[config.mk]
export PLATFORM = sky130hd
export DESIGN_NAME = cln_cell
export DESIGN_NICKNAME = d
export VERILOG_FILES = /design/src/design/cln_pkg.sv /design/src/design/cln_cell.sv
export SDC_FILE = /design/constraint.sdc
export NUM_CORES = 1
export LEC_CHECK = 0
export ABC_AREA = 1
export BUFFER_PORTS_ARGS = -buffer_cell sky130_fd_sc_hd__clkbuf_2
export CAP_MARGIN = 15
export CORE_ASPECT_RATIO = 1.2
export CORE_MARGIN = 5
export CORE_UTILIZATION = 44
export DETAILED_ROUTE_END_ITERATION = 8
export MAX_ROUTING_LAYER = met4
export PLACE_DENSITY_LB_ADDON = 0.1
export SLEW_MARGIN = 40
export SYNTH_ARGS = -nofsm -noshare
export SYNTH_HDL_FRONTEND = slang
export SYNTH_SLANG_ARGS = --single-unit
[constraint.sdc]
create_clock -name clk -period 1.1 [get_ports clk]
set_clock_uncertainty 0.05 [all_clocks]
set_input_delay 0.22 -clock clk [delete_from_list [all_inputs] [get_ports clk]]
set_output_delay 0.22 -clock clk [all_outputs]
set_load 0.01 [all_outputs]
[src/design/cln_pkg.sv]
package cln_pkg;

  localparam int IN_W       = 63;
  localparam int BCD_DIGITS = 19;
  localparam int BCD_W      = BCD_DIGITS * 4;
  localparam int PAIRS      = (BCD_DIGITS + 1) / 2;
  localparam int GROUPS     = 2;
  localparam int GROUP_LEN  = PAIRS / GROUPS;
  localparam int PAIR_W     = 5;
  localparam int GROUP_W    = 7;
  localparam int TOTAL_W    = 8;
  localparam int MULT10_CNT = 26;
  // entry stage, one cell per input bit, three summing stages
  localparam int LATENCY    = IN_W + 4;

  localparam logic [IN_W-1:0] AMEX_A_LO   = 63'd340000000000000;
  localparam logic [IN_W-1:0] AMEX_A_HI   = 63'd349999999999999;
  localparam logic [IN_W-1:0] AMEX_B_LO   = 63'd370000000000000;
  localparam logic [IN_W-1:0] AMEX_B_HI   = 63'd379999999999999;
  localparam logic [IN_W-1:0] MASTER_LO   = 63'd5100000000000000;
  localparam logic [IN_W-1:0] MASTER_HI   = 63'd5599999999999999;
  localparam logic [IN_W-1:0] VISA16_LO   = 63'd4000000000000000;
  localparam logic [IN_W-1:0] VISA16_HI   = 63'd4999999999999999;
  localparam logic [IN_W-1:0] VISA13_LO   = 63'd4000000000000;
  localparam logic [IN_W-1:0] VISA13_HI   = 63'd4999999999999;

  typedef enum logic [1:0] {
    KIND_INVALID = 2'd0,
    KIND_AMEX    = 2'd1,
    KIND_MASTER  = 2'd2,
    KIND_VISA    = 2'd3
  } card_kind_t;

  typedef struct packed {
    card_kind_t        kind;
    logic [IN_W-1:0]   bin;
    logic [BCD_W-1:0]  bcd;
  } cln_data_t;

  function automatic logic [3:0] dabble_adjust(input logic [3:0] d);
    logic [3:0] r;
    r = (d >= 4'd5) ? d + 4'd3 : d;
    return r;
  endfunction

  // doubled digit folded back to a single digit
  function automatic logic [3:0] luhn_double(input logic [3:0] d);
    logic [4:0] t;
    t = {d, 1'b0};
    if (t > 5'd9) begin
      t = t - 5'd9;
    end
    return t[3:0];
  endfunction

  function automatic logic is_mult10(input logic [TOTAL_W-1:0] s);
    logic hit;
    hit = 1'b0;
    for (int k = 0; k < MULT10_CNT; k++) begin
      if (s == TOTAL_W'(k * 10)) begin
        hit = 1'b1;
      end
    end
    return hit;
  endfunction

endpackage

[src/design/cln_cell.sv]
module cln_cell (
  input  logic               clk,
  input  logic               rst_n,
  input  logic               valid_i,
  input  cln_pkg::cln_data_t data_i,
  output logic               valid_o,
  output cln_pkg::cln_data_t data_o
);
  import cln_pkg::*;

  logic             valid_r;
  cln_data_t        data_r;
  cln_data_t        data_nxt;
  logic [BCD_W-1:0] adj;

  // one double-dabble step: correct each digit, then shift in the next binary bit
  always_comb begin
    for (int i = 0; i < BCD_DIGITS; i++) begin
      adj[i*4 +: 4] = dabble_adjust(data_i.bcd[i*4 +: 4]);
    end
    data_nxt.kind = data_i.kind;
    data_nxt.bcd  = {adj[BCD_W-2:0], data_i.bin[IN_W-1]};
    data_nxt.bin  = {data_i.bin[IN_W-2:0], 1'b0};
  end

  always_ff @(posedge clk) begin
    if (!rst_n) begin
      valid_r <= 1'b0;
    end else begin
      valid_r <= valid_i;
    end
  end

  always_ff @(posedge clk) begin
    data_r <= data_nxt;
  end

  assign valid_o = valid_r;
  assign data_o  = data_r;

endmodule

Word level (Yosys, flattened, before mapping):

Cells that the tools add are included.

* multiplexer cells: 19
* add/subtract/negate cells: 19
* order comparisons: 19

Operators by type and width (number)
* $ge 4x3->1 const B: 19
* $add 4x2->4 const B: 18
* $mux 4: 18
* $add 3x2->3 const B: 1
* $mux 3: 1

* bits in registers: 141
* logic and storage cells: 61

Depth between registers and ports, before layout:

Gate-level depths: netlist of the first run.

* word-level depth: 2
* gate-level depth with buffers: 8
* mapped depth without buffers: 8

Worst setup path after synthesis of the first run:

Ideal clock, no wire load.

* kind: input-to-reg
* start point: input port data_i[33] in the netlist's numbering
* end point: register data_r (netlist bit data_o[33])
* setup slack: 0.202 ns
* data arrival time: 0.736 ns
* stages: 8
* setup time: 0.112 ns
* cell sequence: inv_1 -> ha_1 -> inv_1 -> nand2_1 -> nand2_1 -> nand2_1 -> nand2_1 -> nand2_1

* word-level cells in the longest chain between the ends: 2

RTL lines
* from (decl): line cln_cell.sv:5 `input cln_pkg::cln_data_t data_i,`
* $ge 4x3->1: line cln_pkg.sv:42 `r = (d >= 4'd5) ? d + 4'd3 : d;`
* $mux 4: line cln_pkg.sv:42
* named net adj[32]: line cln_cell.sv:14 `logic [BCD_W-1:0] adj;`
* to (signal assigned): line cln_cell.sv:35 `data_r <= data_nxt;`
* to (decl): line cln_cell.sv:12 `cln_data_t data_r;`

The timed path passes the listed nets, and every way through them passes these cells.
A chain may end at the register's enable or synchronous reset.

Final worst setup path of the first run:

* start point: input port data_i[30] in the netlist's numbering
* end point: register data_r (netlist bit data_o[29])

Same word-level chain as after synthesis.

==> results of run 1 <==
-- power groups by stage --
stage               sequential [mW]  clock (mW)  combinational (mW)
floorplan                      5.93           0               0.556
global placement               5.72           0                1.65
detailed placement             5.73           0                1.70
CTS                            5.64        5.45                2.07
global route                   5.77        5.75                2.61
finish                         5.74        5.41                2.40
-- path summary, 6_finish.rpt --
path | start | endpoint | slack [ns]
min | data_i[3] | data_o[4] | 0.03
max | data_i[30] | data_o[29] | -0.07
-- area by class of cell --
| class | count | area, sq um |
|---|---|---|
| Antenna cell | 1 | 2.50 |
| Clock inverter | 12 | 115 |
| Inverter | 96 | 360 |
| Tap cell | 154 | 193 |
| Timing Repair Buffer | 398 | 3160 |
| Sequential cell | 141 | 2940 |
| Fill cell | 643 | 2060 |
| Clock buffer | 20 | 447 |
| Multi-Input combinational cell | 339 | 1860 |
-- what timing repair did --
item	CTS	global route
hold buffers	102	0
cloned	0	0
hold endpoints to repair	101	0
endpoints found under the setup margin	141	141
gates resized for setup	47	285
-- kinds of logic (layout without fill, tap and decap cells) --
kind of cell               Yosys count  count (layout)  share of synthesized area
other                                1               2                   0.000742
and+or+nand+nor                    226             226                      0.187
adders and majority gates           38              38                     0.0941
AOI/OAI and AO/OA                   74              74                     0.0867
DFF                                141             141                      0.559
buffers and inverters               97             526                     0.0728
-- sequential cells by signal (all words and copies together) (netlist names) --
register and count:
valid_o 1, data_o 140
-- through the flow --
stage               area [sq um]  total power, mW  setup slack (ns)  cells  hold WS (ns)
global placement            6750             7.36            0.0142   1026         0.272
CTS                         8510             13.2           -0.0573   1160       0.00101
finish                      9080             13.5           -0.0665   1161        0.0280
global route                9070             14.1           -0.0651   1160        0.0239
floorplan                   5050             6.48             0.202    577         0.198
detailed placement          6750             7.43           -0.0498   1026         0.274
-- routing by layer --
metal,vias up,GRT usage,share of wire,wire [um]
met2,274,0.456,0.53,9700
li1,2631,-,-,-
met4,0,0.131,0.066,1220
met1,2407,0.218,0.32,5910
met3,87,0.0732,0.081,1490
met5,-,-,0,0
-- synthesized netlist by cell type (all sizes together) --
cell   number  share of area
dfxtp     141           0.56
nand2     169           0.13
o21ai      72          0.085
nand4       2         0.0025
conb        1        0.00074
nand3      37          0.037
buf         1         0.0015
or2        18          0.022
inv        96          0.071
a21oi       2         0.0020
ha         38          0.094
==> reports/metrics.cfg, run 1 <==
[run_status]
status = finished, violations left
violations = setup timing

[worst_hold_path]
hold-path-cell-count = 3
hold_path_class = in -> reg

[critical_path]
path_common_cell = nand2_1
cp_slowest_cell = dlygate4sd3_1
endpoint_kind = flip-flop
crit_buf_inv = 2
crit_chain = dlygate4sd3_1 -> clkbuf_2 -> nand2_1 -> nand2_1 -> nand2_1 -> nand2_1
path_class = in -> reg
cp.arrival_ns = 1.42
crit_family = buffers and inverters
cp.depth = 6
critical_path.max_stage_delay_ns = 0.55
critPathMaxFanout = 4
cp-start-kind = input pin
required_ns = 1.35

[cells_and_area]
layout_commonest_cell = nand2_1
mostFrequentLayoutCells = nand2_1, clkbuf_2, dlygate4sd3_1, dfxtp_2, inv_1
layout.nets = 1175
area_delta_synth_final_pct = 79.7
drive_gt1_frac = 0.450
utilization = 0.815

[route]
drt_iter0_markers = 180
drt-vias-per-instance = 4.65
vias = 5399
ant_nets = 0
drt-pass1-iter-count = 5
drcViolationCount = 0
wire_per_inst_um = 15.8
finalWirelength_mm = 18.3

[floorplan]
rows = 42
die_h_um = 127
start_util = 0.454
die_w_um = 108
ios = 286
dieArea_sq_mm = 0.0137
core_area_sq_mm = 0.0111

[synthesis]
synthesis.area_sq_mm = 0.00505
ys_seq_area_frac = 0.559
syn_avg_cell_area_sq_um = 8.76
synthesis.nets = 759
postSynthCellCount = 577
yosys_warnings = 0
synth_seq_cells = 141
ys_types = 13

[clocking]
cts_tree = yes
cts_buffers = 17
clock-sinks = 141
cts_root_buffer = clkbuf_16
cts.path.max_buffers = 2
cts.htree.levels = 4
cts_setup_buffers = 0
clk_pin_slew_ns = 0.06

[timing]
min_period_over_period = 1.06
max_freq_ghz = 0.857
rsz0062_at_grt = true
min_period_ns = 1.17
finalSetupViolCount = 132
hold_viol = 0
fin_ws_ns = -0.0665
drv_slew = 0
setup_tns_ns = -1.48

[global_routing]
antenna_found_initial = 0
grt_start_max_net_pins = 17
grt_pass1_wl_mm = 25.5
grt_overflow = 0
first_global_vias = 5426
track_usage = 0.245

[power_and_ir_drop]
leakage_nw = 4.78
switching_share = 0.259
switchingPower_mw = 3.51
power_frac_clock = 0.399
intPower_mw = 10.0
power_density_mw_per_mm2 = 1490
peakVddDrop_v = 0.000975
sequentialPowerShare = 0.424
combPwrFrac = 0.177

[place]
place.gp.congestion = 0.913
dp_hpwl_mm = 11.7
port_buffers = 284

[flow_run]
drv_cap = 0

Power figures use the tool's default switching activity.
==> run 2: changes to the inputs <==
--- a/config.mk
+++ b/config.mk
@@ -5,12 +5,10 @@
 export SDC_FILE = /design/constraint.sdc
 export NUM_CORES = 1
 export LEC_CHECK = 0
-export ABC_AREA = 1
 export BUFFER_PORTS_ARGS = -buffer_cell sky130_fd_sc_hd__clkbuf_2
-export CAP_MARGIN = 15
 export CORE_ASPECT_RATIO = 1.2
 export CORE_MARGIN = 5
-export CORE_UTILIZATION = 44
+export CORE_UTILIZATION = 43
 export DETAILED_ROUTE_END_ITERATION = 8
 export MAX_ROUTING_LAYER = met4
 export PLACE_DENSITY_LB_ADDON = 0.1
==> run 2 against run 1 <==
The flow still finishes with violations (setup timing). Global-route usage shrank 2.4 points. First-iteration DRC count shrank 41%. Flip-flop and latch count is the same. Hold slack lost 0.014 ns. Sequential share of layout area up 0.74 points. Synthesized area decreased by 6.1%. Final area is 2.9% lower. Critical path type is now reg -> out. Largest cell class unchanged. Highest routed layer unchanged.
==> reports/metrics.cfg, run 2 <==
[cells_and_area]
antenna_cells = 0  ; -1
layout.nets = 1066  ; -9.3%
largest_reg_flops = 140  ; unchanged
fillers = 624  ; -3.0%
layout_commonest_cell = clkbuf_2
area_delta_synth_final_pct = 85.7
mostFrequentLayoutCells = clkbuf_2, dlygate4sd3_1, nand2_1, dfxtp_2, buf_6
drive_gt1_frac = 0.503  ; +0.0531
stdcell_count = 1028  ; -11%

[clocking]
cts_setup_buffers = 0  ; unchanged
clk_pin_slew_ns = 0.06  ; about the same
cts.path.max_buffers = 2  ; unchanged
cts_tree = yes
cts_root_buffer = clkbuf_16
cts.htree.levels = 4  ; unchanged
clock-sinks = 141  ; unchanged
cts_buffers = 17  ; unchanged

[synthesis]
ys_seq_area_frac = 0.595  ; +0.0361
synthArstFlopShare = 0  ; unchanged
synth_edf_count = 0  ; unchanged
postSynthCellCount = 444  ; -23%
synth.most_common_cell = dfxtp_1
synthesis.area_sq_mm = 0.00475  ; -6.1%
synthesis.nets = 626  ; -18%
ys_types = 14  ; +1
yosys.area.top_type = dfxtp_1
syn_avg_cell_area_sq_um = 10.7  ; +22%
synth_top_flop_cell = dfxtp_1
synth_common_cells = dfxtp_1, nand2_1, ha_1, inv_1, nand2b_1
synth_seq_cells = 141  ; unchanged
yosys_warnings = 0  ; unchanged
netlist.area_leader.share = 0.595  ; +0.0361
synth.area.top_cells = dfxtp_1, ha_1, nand2_1

[global_routing]
grt_pass1_wl_mm = 22.2  ; -13%
track_usage = 0.221  ; -0.0242
grt_start_max_net_pins = 17  ; unchanged
antenna_found_initial = 0  ; unchanged
grt_overflow = 0  ; unchanged
first_global_vias = 4783  ; -12%

[power_and_ir_drop]
switchingPower_mw = 3.27  ; -7.0%
sequentialPowerShare = 0.412  ; -0.012
leakage_nw = 4.45  ; -6.9%
power_density_mw_per_mm2 = 1580  ; +6.0%
power_frac_clock = 0.423  ; +0.024
switching_share = 0.234  ; -0.0250
intPower_mw = 10.7  ; +6.4%
peakVddDrop_v = 0.000925  ; -5.1%
combPwrFrac = 0.165  ; -0.012

[route]
drt-vias-per-instance = 4.54  ; -2.4%
vias = 4667  ; -14%
drt-pass1-iter-count = 4  ; -1
drcViolationCount = 0  ; unchanged
wire_per_inst_um = 15.2  ; -3.7%
ant_nets = 0  ; unchanged
drt_iter0_markers = 107  ; -41%
finalWirelength_mm = 15.6  ; -15%

[critical_path]
cp.arrival_ns = 0.87  ; -0.55 ns
cp-start-kind = flip-flop
crit_chain = buf_2
crit_buf_inv = 1  ; -1
endpoint_kind = primary output
critPathMaxFanout = 1  ; -3
path_class = reg -> out
cp_slowest_cell = dfxtp_1
required_ns = 0.83  ; -0.52 ns
critical_path.max_stage_delay_ns = 0.33  ; -0.22 ns
crit_family = flip-flops

[floorplan]
rows = 42  ; unchanged
die_h_um = 125  ; -1.8%
die_w_um = 106  ; -1.8%
dieArea_sq_mm = 0.0132  ; -3.6%
ios = 286  ; unchanged
start_util = 0.434  ; -0.0193
core_area_sq_mm = 0.0109  ; -1.9%

[worst_hold_path]
hold_path_class = in -> reg

[place]
place.gp.congestion = 0.823  ; -9.9%
post-place-cells = 901  ; -12%
pre_cts_ws_ns = -0.149  ; -0.0991 ns
dp_hpwl_mm = 10.0  ; -15%
port_buffers = 284  ; unchanged

[timing]
rsz0062_at_grt = true
setup_tns_ns = -1.39  ; +0.0917 ns
drv_slew = 0  ; unchanged
fin_ws_ns = -0.0385  ; +0.0280 ns
hold_viol = 0  ; unchanged
min_period_ns = 1.14  ; -0.0280 ns
max_freq_ghz = 0.878  ; +2.5%
finalSetupViolCount = 132  ; unchanged
min_period_over_period = 1.04  ; -0.0254

[flow_run]
drv_cap = 0  ; unchanged

[run_status]
status = finished, violations left
violations = setup timing

[run 2: area by class of cell]
type                       instances  area [sq um]  share of cell area
inverter                          38           143              0.0162
timing repair buffer             422          3200               0.363
clock buffer                      21           480              0.0545
sequential                       141          2920               0.331
tap                              132           165              0.0187
clock inverter                    10           138              0.0156
multi-input combinational        264          1770               0.201
[run 2: metrics by stage]
step | utilization | hold WS (ns) | area [sq um] | total power, mW
final | 0.806 | 0.0135 | 8810 | 13.9
after global routing | 0.806 | 0.0133 | 8810 | 14.5
after CTS | 0.761 | 0.000427 | 8310 | 13.7
after detailed placement | 0.607 | 0.274 | 6640 | 7.44
after global placement | 0.607 | 0.272 | 6640 | 7.39
after floorplan | - | 0.198 | 4750 | 6.45
[run 2: power groups by stage]
stage / combinational [mW] / sequential (mW) / clock [mW]
floorplan: 0.489 / 5.96 / 0
global placement: 1.65 / 5.74 / 0
detailed placement: 1.69 / 5.75 / 0
CTS: 2.01 / 5.66 / 6.00
global route: 2.50 / 5.78 / 6.26
finish: 2.30 / 5.75 / 5.90
[run 2: cell families after synthesis]
logic type | Yosys count | synth area share
AO/OA/AOI/OAI | 55 | 0.0730
XOR/XNOR | 19 | 0.0351
adder cells (fa/ha/maj) | 38 | 0.100
buffers and inverters | 39 | 0.0316
flip-flops | 141 | 0.595
multiplexers | 19 | 0.0401
other | 1 | 0.000790
AND/OR/NAND/NOR | 132 | 0.124
[run 2: what timing repair did]
| item | CTS | global route |
|---|---|---|
| endpoints found under the hold margin | 87 | 0 |
| pin swaps | 0 | 0 |
| resized for setup | 35 | 267 |
| endpoints found under the setup margin | 141 | 141 |
| hold buffers | 96 | 0 |
[run 2: path summary, 6_finish.rpt]
kind,start,to,slack [ns],depth (start not counted)
worst max-delay path,data_o[70],data_o[70],-0.04,1
worst min-delay path,data_i[19],data_o[19],0.01,3
[run 2: routing by layer]
| layer | up-vias | part of all wire | GRT usage |
|---|---|---|---|
| met5 | - | 0 | - |
| met4 | 0 | 0.032 | 0.101 |
| met3 | 46 | 0.077 | 0.0856 |
| met2 | 208 | 0.56 | 0.406 |
| met1 | 2125 | 0.33 | 0.196 |
| li1 | 2288 | - | - |
