**src/design/cln_pkg.sv**
```systemverilog
package cln_pkg;

  localparam int IN_W       = 63;
  localparam int BCD_DIGITS = 19;
  localparam int BCD_W      = BCD_DIGITS * 4;
  localparam int PAIRS      = (BCD_DIGITS + 1) / 2;
  localparam int GROUPS     = 2;
  localparam int GROUP_LEN  = PAIRS / GROUPS;
  localparam int PAIR_W     = 5;
  localparam int GROUP_W    = 7;
  localparam int TOTAL_W    = 8;
  localparam int MULT10_CNT = 26;
  // entry stage, one cell per input bit, three summing stages
  localparam int LATENCY    = IN_W + 4;

  localparam logic [IN_W-1:0] AMEX_A_LO   = 63'd340000000000000;
  localparam logic [IN_W-1:0] AMEX_A_HI   = 63'd349999999999999;
  localparam logic [IN_W-1:0] AMEX_B_LO   = 63'd370000000000000;
  localparam logic [IN_W-1:0] AMEX_B_HI   = 63'd379999999999999;
  localparam logic [IN_W-1:0] MASTER_LO   = 63'd5100000000000000;
  localparam logic [IN_W-1:0] MASTER_HI   = 63'd5599999999999999;
  localparam logic [IN_W-1:0] VISA16_LO   = 63'd4000000000000000;
  localparam logic [IN_W-1:0] VISA16_HI   = 63'd4999999999999999;
  localparam logic [IN_W-1:0] VISA13_LO   = 63'd4000000000000;
  localparam logic [IN_W-1:0] VISA13_HI   = 63'd4999999999999;

  typedef enum logic [1:0] {
    KIND_INVALID = 2'd0,
    KIND_AMEX    = 2'd1,
    KIND_MASTER  = 2'd2,
    KIND_VISA    = 2'd3
  } card_kind_t;

  typedef struct packed {
    card_kind_t        kind;
    logic [IN_W-1:0]   bin;
    logic [BCD_W-1:0]  bcd;
  } cln_data_t;

  function automatic logic [3:0] dabble_adjust(input logic [3:0] d);
    logic [3:0] r;
    r = (d >= 4'd5) ? d + 4'd3 : d;
    return r;
  endfunction

  // doubled digit folded back to a single digit
  function automatic logic [3:0] luhn_double(input logic [3:0] d);
    logic [4:0] t;
    t = {d, 1'b0};
    if (t > 5'd9) begin
      t = t - 5'd9;
    end
    return t[3:0];
  endfunction

  function automatic logic is_mult10(input logic [TOTAL_W-1:0] s);
    logic hit;
    hit = 1'b0;
    for (int k = 0; k < MULT10_CNT; k++) begin
      if (s == TOTAL_W'(k * 10)) begin
        hit = 1'b1;
      end
    end
    return hit;
  endfunction

endpackage

```
**src/design/cln_luhn.sv**
```systemverilog
module cln_luhn (
  input  logic                clk,
  input  logic                rst_n,
  input  logic                valid_i,
  input  cln_pkg::cln_data_t  data_i,
  output logic                valid_o,
  output cln_pkg::card_kind_t kind_o,
  output logic                ok_o
);
  import cln_pkg::*;

  logic [PAIRS*8-1:0]  digits;
  logic [PAIR_W-1:0]   pair_nxt [PAIRS];
  logic [PAIR_W-1:0]   pair_r   [PAIRS];
  logic [GROUP_W-1:0]  grp_nxt  [GROUPS];
  logic [GROUP_W-1:0]  grp_r    [GROUPS];
  logic [TOTAL_W-1:0]  total;
  logic                ok_nxt;
  card_kind_t          kind_a_r;
  card_kind_t          kind_b_r;
  card_kind_t          kind_r;
  card_kind_t          kind_nxt;
  logic                ok_r;
  logic                vld_a_r;
  logic                vld_b_r;
  logic                vld_r;

  // pad to an even digit count so every pair has an odd-position digit
  assign digits = {{(PAIRS*8-BCD_W){1'b0}}, data_i.bcd};

  always_comb begin
    for (int p = 0; p < PAIRS; p++) begin
      pair_nxt[p] = PAIR_W'(digits[p*8 +: 4]) + PAIR_W'(luhn_double(digits[p*8+4 +: 4]));
    end
  end

  always_comb begin
    for (int g = 0; g < GROUPS; g++) begin
      grp_nxt[g] = '0;
      for (int j = 0; j < GROUP_LEN; j++) begin
        grp_nxt[g] = grp_nxt[g] + GROUP_W'(pair_r[g*GROUP_LEN + j]);
      end
    end
  end

  always_comb begin
    total = TOTAL_W'(grp_r[0]) + TOTAL_W'(grp_r[1]);
    ok_nxt = is_mult10(total);
    kind_nxt = ok_nxt ? kind_b_r : KIND_INVALID;
  end

  always_ff @(posedge clk) begin
    if (!rst_n) begin
      vld_a_r <= 1'b0;
      vld_b_r <= 1'b0;
      vld_r   <= 1'b0;
    end else begin
      vld_a_r <= valid_i;
      vld_b_r <= vld_a_r;
      vld_r   <= vld_b_r;
    end
  end

  always_ff @(posedge clk) begin
    pair_r   <= pair_nxt;
    kind_a_r <= data_i.kind;
    grp_r    <= grp_nxt;
    kind_b_r <= kind_a_r;
    kind_r   <= kind_nxt;
    ok_r     <= ok_nxt;
  end

  assign valid_o = vld_r;
  assign kind_o  = kind_r;
  assign ok_o    = ok_r;

endmodule

```
**config.mk**
```make
export PLATFORM = sky130hd
export DESIGN_NAME = cln_luhn
export DESIGN_NICKNAME = d
export VERILOG_FILES = /design/src/design/cln_pkg.sv /design/src/design/cln_luhn.sv
export SDC_FILE = /design/constraint.sdc
export NUM_CORES = 1
export LEC_CHECK = 0
export ABC_AREA = 1
export BUFFER_PORTS_ARGS = -buffer_cell sky130_fd_sc_hd__buf_2
export CAP_MARGIN = 20
export CORE_UTILIZATION = 55
export DETAILED_ROUTE_END_ITERATION = 8
export HOLD_SLACK_MARGIN = 0.1
export PLACE_DENSITY = 0.84
export SLEW_MARGIN = 20
export SYNTH_ARGS = -nofsm -noshare
export SYNTH_HDL_FRONTEND = slang
export SYNTH_SLANG_ARGS = --single-unit
```
**constraint.sdc**
```tcl
create_clock -name clk -period 5.9 [get_ports clk]
set_input_delay 0 -clock clk [delete_from_list [all_inputs] [get_ports clk]]
set_output_delay 0 -clock clk [all_outputs]
set_load 0.05 [all_outputs]
```
* Word-level counts from Yosys, hierarchy flattened
Index checks and enable logic that the tools add are counted.
** Word-level totals
- Word-level logic and storage cells :: 116
- Output and inout bits :: 4
- Flip-flop bits (word level) :: 73
- Input bits :: 144
** Cells by class
- $add $sub $neg :: 27
- Muxes and demuxes :: 35
- Magnitude comparators :: 9
- Reduce and logical (&&, ||, !) cells :: 1
- Equal/unequal tests :: 25
** Operators by type and width (number)
- $eq 8x8->1 const B :: 13
- $eq 8x7->1 const B :: 6
- $add 4x4->5 :: 9
- $gt 5x4->1 const B :: 9
- $mux 4 :: 9
- $sub 4x4->4 const B :: 9
- $mux 1 :: 26
- $eq 8x6->1 const B :: 3
- $add 7x5->7 :: 3
- $eq 8x5->1 const B :: 2
- $add 6x5->7 :: 2
- $add 5x5->6 :: 2
- $add 7x7->8 :: 1
- $eq 8x4->1 const B :: 1
- $logic_not 8->1 :: 1
- $add 7x4->7 :: 1

* Longest topological paths before layout
Gate-level depths: netlist (run 1).
- Depth in word-level cells :: 28
- Gate-level depth with buffers :: 15
- Gate-level depth less buffers :: 15

* Worst setup path after synthesis (run 1)
OpenSTA, ideal clock, no wires.
- Path type :: reg-to-reg
- From :: reg pair_r[28] (netlist name)
- To :: reg grp_r[13] (netlist name)
- Library setup time :: 0.072 ns
- Arrival :: 2.816 ns
- Period minus slack after synthesis :: 2.889 ns
- Stages on the path, launching flop included :: 11
- Path buffers :: 0
- Data required time :: 5.828 ns
- Setup slack :: 3.011 ns
- Path through :: dfxtp_1 fa_1 fa_1 fa_1 ha_1 nand2_1 nor2_1 a211oi_1 o21bai_1 a21oi_1 xnor2_1
** RTL lines
- from (decl) :: line cln_luhn.sv:14 : logic [PAIR_W-1:0] pair_r [PAIRS];
- from (signal assigned) :: line cln_luhn.sv:65 : pair_r <= pair_nxt;
- to (signal assigned) :: line cln_luhn.sv:67 : grp_r <= grp_nxt;
- to (decl) :: line cln_luhn.sv:16 : logic [GROUP_W-1:0] grp_r [GROUPS];

==> results.sh, run 1 <==
export IMPL_slowest_stage="fa_1"
export IMPL_grt_pass1_wl_um=19650
export IMPL_critPathLaunch="pair_r[3]"
export IMPL_multi_input_area_um2=3072
export IMPL_grtUsageTotal=0.2872
export IMPL_hold_slack_ns=0.1336
export IMPL_synth_cell_types=29
export IMPL_clk_path_buf_depth=2
export IMPL_area_growth_pct=28.78
export IMPL_antenna_found_initial=0
export IMPL_tightest_slew_ns=0.5402
export IMPL_cts_root_buf="clkbuf_8"
export IMPL_dpl_hpwl_um=7507
export IMPL_power_density_nw_per_um2=618.0
export IMPL_grt_pass1_vias=4465
export IMPL_die_width_um=95.93
export IMPL_insertion_delay_ns=0.34
export IMPL_final_common_cell="buf_2"
export IMPL_p_leak_nw=3.196
export IMPL_dr_pass1_iters=4
export IMPL_fmax_ghz=0.2892
export IMPL_cts_tree="yes"
export IMPL_status="completed"
export IMPL_rsz0062_at_grt="false"
export IMPL_fin_tns_setup_ns=0
export IMPL_core_um2=8382
export IMPL_startpoint_type="register"
export IMPL_wl_um=11840
export IMPL_avgRoutedWirePerCell_um=14.92
export IMPL_regArea_um2=1461
export IMPL_overflow=0
export IMPL_grt_max_degree=13
export IMPL_critical_path_max_stage_delay_ns=0.57
export IMPL_ys_seq_area_frac=0.3012
export IMPL_min_from="data_i[63]"
export IMPL_crit_arrival_ns=3.71
export IMPL_drtIter0Drc=124
export IMPL_num_rows=33
export IMPL_antennaDiodeCount=0
export IMPL_num_nets_final=933
export IMPL_final_cell_mix="84 x buf_2, 79 x nand2_1, 73 x inv_1, 73 x dfxtp_1, 69 x ha_1"
export IMPL_period_share=0.5860
export IMPL_syn_area_um2=4852
export IMPL_drc=0
export IMPL_final_util=0.7455
export IMPL_die_area_um2=9202
export IMPL_cts_made_buffers=9
export IMPL_ys_warnings_count=0
export IMPL_regToRegStartpoint="pair_r[3]"
export IMPL_fp_dieH_um=95.93
export IMPL_ys_ff_latch=73
export IMPL_finalCriticalPeriod_ns=3.457
export IMPL_place_congestion=0.8055
export IMPL_hold_violations=0
export IMPL_initial_core_util=0.5789
export IMPL_clk_pin_slew_worst_paths_ns=0.08
export IMPL_crit_required_ns=6.15
export IMPL_vias_per_cell=5.276
export IMPL_syn_num_nets=783
export IMPL_relSlewSlack=0.6377
export IMPL_path_buf_inv=0
export IMPL_layout_drive_gt1_share=0.1933
export IMPL_cap_violations=0
export IMPL_ant_nets=0
export IMPL_netlist_instances=533
export IMPL_boundaryPins=148
export IMPL_syn_mean_instance_area_um2=9.103
export IMPL_cts_setup_buffers=0
export IMPL_drv_slew=0
export IMPL_cp_cell_sequence="fa_1 -> fa_1 -> fa_1 -> ha_1 -> nand2_1 -> nor2_1 -> a211oi_1 -> o21bai_1 -> a21oi_1 -> xnor2_1"
export IMPL_vias=4184
export IMPL_worstSetupPathType="reg2reg"
export IMPL_htree_levels=3
export IMPL_irDropWorstVdd_v=0.0003561
export IMPL_fin_skew_ns=0.007222
export IMPL_setup_viol=0
export IMPL_fillers=529
export IMPL_crit_top_cell="fa_1"
export IMPL_worstHoldPathType="in2reg"
export IMPL_critPathMaxFanout=4
export IMPL_port_buffers=84
export IMPL_cpLargestDelayFamily="adder cells"
export IMPL_end_kind="register"
export IMPL_clock_sinks=73
==> registers in the layout, summed over array words and instances, names as in the netlist <==
| signal | flops |
|---|---|
| kind_a_r | 2 |
| kind_b_r | 2 |
| ok_o | 1 |
| grp_r | 14 |
| vld_a_r | 1 |
| vld_b_r | 1 |
| valid_o | 1 |
| kind_o | 2 |
| pair_r | 49 |
==> power breakdown <==
part           internal (mW)  total [mW]  switching [mW]
registers              0.665       0.741          0.0760
clock network          0.292       0.474           0.182
logic                   1.04        2.65            1.61
total                   1.99        3.86            1.87
==> stage by stage <==
step / worst slack [ns] / instance area (um^2) / power, mW / cells
2_1_floorplan: 3.011 / 4852 / 2.654 / 533
3_3_place_gp: 2.892 / 5374 / 2.975 / 714
3_5_place_dp: 2.723 / 5374 / 3.144 / 714
4_1_cts: 2.703 / 6248 / 3.734 / 793
5_1_grt: 2.347 / 6248 / 4.223 / 793
6_report: 2.443 / 6248 / 3.862 / 793
==> cell families after synthesis <==
family	Yosys count	share of synthesized area
simple gates	178	0.1735
fa+ha+maj	106	0.3306
xor+xnor	36	0.06653
buf+inv	85	0.06575
flops	73	0.3012
compound gates	55	0.06240
==> repair_timing <==
action / CTS / global route
resized for setup: 0 / 0
hold buffers: 63 / 0
endpoints found under the hold margin: 54 / 0
==> final timing paths <==
| check | end | slack, ns | cells after the start |
|---|---|---|---|
| worst max-delay path | grp_r[6] | 2.44 | 10 |
| worst min-delay path | pair_r[10] | 0.13 | 4 |
| worst max register to register | grp_r[6] | 2.44 | 10 |
| worst min register to register | kind_b_r[1] | 0.33 | 0 |
==> metal layers <==
layer	GRT usage	up-vias	wire length [um]
li1	-	2011	-
met1	0.2718	1972	4273
met2	0.5631	146	6486
met3	0.07188	55	553
met4	0.1480	0	522
met5	0	-	0
==> cell usage after synthesis <==
library cell | n | area, um^2
o21ai_0 | 4 | 20.02
nand3_1 | 38 | 190.2
clkinv_1 | 1 | 3.750
nand4_1 | 8 | 50.05
xor2_1 | 31 | 271.5
a211oi_1 | 2 | 15.01
fa_1 | 37 | 740.7
nor2_1 | 27 | 101.4
inv_1 | 73 | 274.0
o21ai_2 | 2 | 17.52
nand3_2 | 3 | 30.03
inv_2 | 3 | 11.26
a21oi_2 | 2 | 17.52
dfxtp_1 | 73 | 1461
ha_1 | 69 | 863.3
nand2_4 | 2 | 22.52
o21bai_1 | 2 | 15.01
o21a_1 | 1 | 7.510
a21oi_1 | 42 | 210.2
nand4_2 | 1 | 12.51
clkbuf_1 | 8 | 30.03
xor2_2 | 1 | 16.27
nor2_4 | 2 | 22.52
nor3_2 | 1 | 10.01
nand2_2 | 7 | 43.79
nand2_1 | 79 | 296.5
or2_2 | 8 | 50.05
nor2_2 | 2 | 12.51
xnor2_1 | 4 | 35.03
==> area by class of cell <==
| cell class | instances | share of cell area |
|---|---|---|
| Clock buffer | 11 | 0.02263 |
| Clock inverter | 5 | 0.01642 |
| Tap cell | 105 | 0.02103 |
| Timing Repair Buffer | 147 | 0.1682 |
| Sequential cell | 73 | 0.2339 |
| Inverter | 77 | 0.04626 |
| Multi-Input combinational cell | 375 | 0.4916 |
==> worst min-delay path, cell delays in order <==
cell and delay, ns:
buf_2 0.08, inv_1 0.03, o21ai_0 0.19, ha_1 0.16
(Power assumes the default switching activity.)
==> run 2, diff against run 1 <==
--- a/config.mk
+++ b/config.mk
@@ -8,10 +8,10 @@
 export ABC_AREA = 1
 export BUFFER_PORTS_ARGS = -buffer_cell sky130_fd_sc_hd__buf_2
 export CAP_MARGIN = 20
-export CORE_UTILIZATION = 55
+export CORE_UTILIZATION = 47
 export DETAILED_ROUTE_END_ITERATION = 8
 export HOLD_SLACK_MARGIN = 0.1
-export PLACE_DENSITY = 0.84
+export PLACE_DENSITY = 0.76
 export SLEW_MARGIN = 20
 export SYNTH_ARGS = -nofsm -noshare
 export SYNTH_HDL_FRONTEND = slang
==> constraint.sdc (replaced) <==
create_clock -name clk -period 2.9 [get_ports clk]
set_input_delay 0 -clock clk [delete_from_list [all_inputs] [get_ports clk]]
set_output_delay 0 -clock clk [all_outputs]
set_load 0.05 [all_outputs]
==> results.sh, run 2 (synthesized netlist as in run 1, its figures left out) <==
export IMPL_startpoint_type="register"
export IMPL_dpl_hpwl_um=7250
export IMPL_layout_drive_gt1_share=0.2367
export IMPL_grt_pass1_vias=4269
export IMPL_drc=0
export IMPL_cpLargestDelayFamily="adder cells"
export IMPL_critical_path_max_stage_delay_ns=0.59
export IMPL_grt_max_degree=14
export IMPL_clk_path_buf_depth=2
export IMPL_endpoint="grp_r[12]"
export IMPL_vias=4016
export IMPL_slowest_stage="fa_1"
export IMPL_wl_um=10110
export IMPL_finalWorstSetupSlack_ns=-0.03822
export IMPL_p_seq_frac=0.184
export IMPL_grt_pass1_wl_um=17510
export IMPL_fin_skew_ns=0.009914
export IMPL_setup_viol=2
export IMPL_grtUsageTotal=0.2018
export IMPL_antenna_found_initial=0
export IMPL_power_density_nw_per_um2=1277
export IMPL_tightest_slew_ns=0.4781
export IMPL_combPwrFrac=0.729
export IMPL_initial_core_util=0.4896
export IMPL_insertion_delay_ns=0.34
export IMPL_fmax_ghz=0.3403
export IMPL_die_area_um2=10730
export IMPL_drv_slew=0
export IMPL_status="finished with violations"
export IMPL_violations="negative setup slack"
export IMPL_worstHoldPathType="in2reg"
export IMPL_core_um2=9910
export IMPL_htree_levels=3
export IMPL_r2r_slack_ns=-0.04
export IMPL_internal_power_mw=4.339
export IMPL_relSlewSlack=0.6779
export IMPL_clk_pin_slew_worst_paths_ns=0.08
export IMPL_dr_pass1_iters=4
export IMPL_place_congestion=0.8261
export IMPL_fin_tns_setup_ns=-0.07566
export IMPL_period_share=1.013
export IMPL_cap_violations=0
export IMPL_cts_setup_buffers=0
export IMPL_finalCriticalPeriod_ns=2.938
export IMPL_irDropWorstVdd_v=0.0008151
export IMPL_antennaDiodeCount=0
export IMPL_drtIter0Drc=112
export IMPL_overflow=0
export IMPL_largest_reg_flops=49
export IMPL_p_switching_mw=3.803
export IMPL_cts_root_buf="clkbuf_8"
export IMPL_critPathMaxFanout=2
export IMPL_ant_nets=0
export IMPL_num_rows=36
export IMPL_cts_tree="yes"
export IMPL_boundaryPins=148
export IMPL_cts_made_buffers=9
export IMPL_area_growth_pct=31.41
export IMPL_hold_violations=0
export IMPL_crit_arrival_ns=3.21
export IMPL_port_buffers=84
export IMPL_fillers=767
export IMPL_final_util=0.6434
export IMPL_regToRegStartpoint="pair_r[26]"
export IMPL_cp_cell_sequence="fa_1 -> fa_1 -> inv_2 -> fa_2 -> inv_2 -> ha_4 -> inv_4 -> fa_2 -> o21ai_2 -> xor2_1"
export IMPL_worstSetupPathType="reg2reg"
export IMPL_reg_top3="pair_r: 49 flops, grp_r: 14 flops"
export IMPL_reg2reg_to="grp_r[12]"
export IMPL_hold_slack_ns=0.1521
export IMPL_die_width_um=103.6
export IMPL_avgRoutedWirePerCell_um=12.18
export IMPL_clock_sinks=73
export IMPL_swShare=0.4671
export IMPL_regMostFlops="pair_r"
export IMPL_rsz0062_at_grt="true"
export IMPL_path_buf_inv=3
export IMPL_crit_required_ns=3.17
export IMPL_end_kind="register"
export IMPL_final_cell_mix="84 x buf_2, 78 x nand2_1, 69 x inv_1, 69 x dfxtp_1, 65 x ha_1"
export IMPL_critPathLaunch="pair_r[26]"
export IMPL_worst_path_stages=10
export IMPL_final_common_cell="buf_2"
export IMPL_fp_dieH_um=103.6
export IMPL_vias_per_cell=4.839
export IMPL_num_nets_final=942
export IMPL_clockPowerShare=0.087
export IMPL_r2r_cells=10
export IMPL_p_leak_nw=3.203
run 2: changes by cell type in the layout (fill, tap and decap cells not counted), sizes merged:
cell	before	now
buf	84	92
bufinv	3	0
dlygate4sd3	63	64
clkinvlp	1	3
clkinv	2	3
inv	76	77
clkbuf	11	10
run 2: cell type report:
class	count	area (um^2)	area share
clock buffer	10	137.6	0.02159
clock inverter	6	41.29	0.006476
inverter	77	291.5	0.04572
multi-input combinational	375	3148	0.4937
sequential	73	1466	0.2300
tap	133	166.4	0.02610
timing repair buffer	156	1125	0.1764
run 2: metrics by stage:
step                      worst slack (ns)  instance area (um^2)  power [mW]  std cells
after floorplan                    0.01136                  4852       5.400        533
after global placement            -0.04957                  5469       6.420        750
after detailed placement           -0.1153                  5469       6.658        750
after CTS                         -0.04622                  6336       7.850        830
after global routing               -0.1419                  6376       8.966        830
final                             -0.03822                  6376       8.142        830
run 2: worst min-delay path by stage:
stage                     depth (start not counted)  slack [ns]           to        start
after floorplan                                   0        0.03  kind_a_r[0]  data_i[139]
after global placement                            1        0.10    pair_r[0]   data_i[72]
after detailed placement                          1        0.10  kind_a_r[0]  data_i[139]
after CTS                                         4        0.14   pair_r[10]   data_i[63]
after global routing                              4        0.19   pair_r[10]   data_i[63]
final                                             4        0.15   pair_r[10]   data_i[63]
run 2: layer usage:
metal / vias to the layer above / global-route usage / wire length, um / part of all wire
met5: - / 0 / 0 / 0
met4: 0 / 0.09938 / 307 / 0.030
met3: 27 / 0.02832 / 245 / 0.024
met2: 89 / 0.3907 / 5500 / 0.54
met1: 1867 / 0.2109 / 4057 / 0.40
li1: 2033 / - / - / -
run 2: tightest hold or removal path: cells and delay by family:
family	cells	cell delay (ns)
adder cells (fa/ha/maj)	1	0.17
AO/OA/AOI/OAI	1	0.18
buffers and inverters	2	0.10
run 2: repair_timing:
item,in CTS,in global routing
hold endpoints to repair,54,0
hold buffers,64,0
setup endpoints to repair,7,8
pin swaps,16,4
gates resized for setup,15,13
run 2: power by group through the flow:
stage	combinational (mW)	sequential (mW)	clock, mW
6_report	5.93	1.50	0.710
5_1_grt	6.65	1.53	0.784
4_1_cts	5.62	1.50	0.729
3_5_place_dp	5.14	1.52	0
3_3_place_gp	4.90	1.52	0
2_1_floorplan	3.87	1.53	0
==> run 3, diff against run 2 <==
--- a/config.mk
+++ b/config.mk
@@ -8,10 +8,12 @@
 export ABC_AREA = 1
 export BUFFER_PORTS_ARGS = -buffer_cell sky130_fd_sc_hd__buf_2
 export CAP_MARGIN = 20
-export CORE_UTILIZATION = 47
+export CELL_PAD_IN_SITES_DETAIL_PLACEMENT = 0
+export CELL_PAD_IN_SITES_GLOBAL_PLACEMENT = 2
+export CORE_UTILIZATION = 31
 export DETAILED_ROUTE_END_ITERATION = 8
 export HOLD_SLACK_MARGIN = 0.1
-export PLACE_DENSITY = 0.76
+export PLACE_DENSITY = 0.81
 export SLEW_MARGIN = 20
 export SYNTH_ARGS = -nofsm -noshare
 export SYNTH_HDL_FRONTEND = slang
==> constraint.sdc (replaced) <==
create_clock -name clk -period 3.1 [get_ports clk]
set_input_delay 0 -clock clk [delete_from_list [all_inputs] [get_ports clk]]
set_output_delay 0 -clock clk [all_outputs]
set_load 0.05 [all_outputs]
==> results.sh, run 3 (synthesized netlist as in run 1, its figures left out) <==
export IMPL_placed_cells=822
export IMPL_ant_nets=0
export IMPL_die_width_um=127.1
export IMPL_grt_pass1_vias=3880
export IMPL_worstSetupPathType="reg2reg"
export IMPL_status="completed"
export IMPL_layout_drive_gt1_share=0.2017
export IMPL_fillers=1480
export IMPL_slowest_stage="fa_1"
export IMPL_crit_arrival_ns=3.16
export IMPL_total_power_mw=7.315
export IMPL_antenna_found_initial=0
export IMPL_p_seq_frac=0.191
export IMPL_dr_pass1_iters=5
export IMPL_period_share=0.9366
export IMPL_regMostFlops="pair_r"
export IMPL_fin_skew_ns=0.007993
export IMPL_area_growth_pct=33.45
export IMPL_multi_input_area_um2=3094
export IMPL_final_util=0.4244
export IMPL_irDropWorstVdd_v=0.0004579
export IMPL_cp_cell_sequence="fa_1 -> fa_1 -> inv_1 -> fa_1 -> inv_1 -> ha_1 -> inv_1 -> fa_1 -> o21ai_1 -> xor2_1"
export IMPL_core_um2=15260
export IMPL_p_switching_mw=3.302
export IMPL_r2r_slack_ns=0.20
export IMPL_design_area_um2=6475
export IMPL_cts_made_buffers=9
export IMPL_initial_core_util=0.3180
export IMPL_reg2reg_to="grp_r[12]"
export IMPL_dpl_hpwl_um=7412
export IMPL_num_rows=45
export IMPL_port_buffers=84
export IMPL_cts_setup_buffers=0
export IMPL_critPathMaxFanout=2
export IMPL_power_density_nw_per_um2=1130
export IMPL_combPwrFrac=0.662
export IMPL_fin_cells=900
export IMPL_worstHoldPathType="in2reg"
export IMPL_hold_path_end="pair_r[10]"
export IMPL_insertion_delay_ns=0.32
export IMPL_final_common_cell="buf_2"
export IMPL_final_cell_mix="84 x buf_2, 79 x nand2_1, 73 x inv_1, 73 x dfxtp_1, 68 x ha_1"
export IMPL_overflow=0
export IMPL_avgRoutedWirePerCell_um=10.16
export IMPL_fp_dieH_um=127.1
export IMPL_rsz0062_at_grt="false"
export IMPL_fmax_ghz=0.3444
export IMPL_antennaDiodeCount=0
export IMPL_place_area_um2=5522
export IMPL_min_from="data_i[63]"
export IMPL_die_area_um2=16160
export IMPL_tightest_slew_ns=0.4667
export IMPL_reg_top3="pair_r: 49 flops, grp_r: 14 flops"
export IMPL_cts_tree="yes"
export IMPL_clock_sinks=73
export IMPL_finalCriticalPeriod_ns=2.903
export IMPL_grt_max_degree=16
export IMPL_drv_slew=0
export IMPL_fin_tns_setup_ns=0
export IMPL_largest_reg_flops=49
export IMPL_r2r_cells=10
export IMPL_place_congestion=0.7585
export IMPL_crit_required_ns=3.36
export IMPL_regArea_um2=1461
export IMPL_startpoint_type="register"
export IMPL_cap_violations=0
export IMPL_drtIter0Drc=83
export IMPL_wl_um=9140
export IMPL_internal_power_mw=4.013
export IMPL_grtUsageTotal=0.1220
export IMPL_vias=3799
export IMPL_hold_violations=0
export IMPL_drc=0
export IMPL_whs_path_depth=4
export IMPL_relSlewSlack=0.6856
export IMPL_grt_pass1_wl_um=16130
export IMPL_num_nets_final=934
export IMPL_cts_root_buf="clkbuf_16"
export IMPL_clockPowerShare=0.147
export IMPL_setup_viol=0
export IMPL_vias_per_cell=4.221
export IMPL_end_kind="register"
export IMPL_critical_path_max_stage_delay_ns=0.52
export IMPL_boundaryPins=148
export IMPL_swShare=0.4514
export IMPL_p_leak_nw=3.228
export IMPL_clk_pin_slew_worst_paths_ns=0.07
export IMPL_clk_path_buf_depth=2
export IMPL_crit_top_cell="fa_1"
export IMPL_regToRegStartpoint="pair_r[26]"
export IMPL_htree_levels=3
## run 3: final cells by class
cell class / instances / area share
Multi-Input combinational cell: 375 / 0.4779
Sequential cell: 73 / 0.2257
Timing Repair Buffer: 148 / 0.1631
Inverter: 77 / 0.04464
Tap cell: 211 / 0.04077
Clock buffer: 9 / 0.03478
Clock inverter: 7 / 0.01314
## run 3: power by group through the flow
stage,registers [mW],clock network [mW],logic [mW]
final,1.40,1.08,4.84
after detailed placement,1.43,0,4.60
after CTS,1.41,1.12,4.70
after global placement,1.42,0,4.55
after global routing,1.43,1.16,5.59
after floorplan,1.43,0,3.62
## run 3: layer usage
| metal | vias to the layer above | part of all wire | track usage |
|---|---|---|---|
| met5 | - | 0 | 0 |
| met4 | 0 | 0.0085 | 0.03151 |
| met3 | 6 | 0.024 | 0.02429 |
| met2 | 60 | 0.49 | 0.2198 |
| met1 | 1720 | 0.48 | 0.1480 |
| li1 | 2013 | - | - |
## run 3: critical path, delay by kind of cell (launching register included)
| kind | cells | cell delay, ns |
|---|---|---|
| adder cells (fa/ha/maj) | 5 | 2.01 |
| flip-flops | 1 | 0.32 |
| buffers and inverters | 3 | 0.18 |
| AO/OA/AOI/OAI | 1 | 0.17 |
| XOR/XNOR | 1 | 0.16 |
## run 3: worst max path at each step
stage	depth (start not counted)	to	startpoint	slack, ns
floorplan	10	grp_r[13]	pair_r[28]	0.21
global placement	10	grp_r[6]	pair_r[3]	0.13
detailed placement	10	grp_r[13]	pair_r[28]	0.12
CTS	10	grp_r[13]	pair_r[28]	0.09
global route	10	grp_r[5]	pair_r[1]	0.02
finish	10	grp_r[12]	pair_r[26]	0.20
## run 3: what timing repair did
| action | in CTS | in global routing |
|---|---|---|
| hold buffers | 62 | 0 |
| setup endpoints to repair | 0 | 4 |
| resized for setup | 0 | 5 |
| hold endpoints to repair | 54 | 0 |
## run 3: stage by stage
step	hold WS [ns]	worst slack, ns
after floorplan	0.02772	0.2114
after global placement	0.1050	0.1278
after detailed placement	0.1076	0.1156
after CTS	0.1807	0.08802
after global routing	0.1947	0.01530
final	0.1780	0.1965
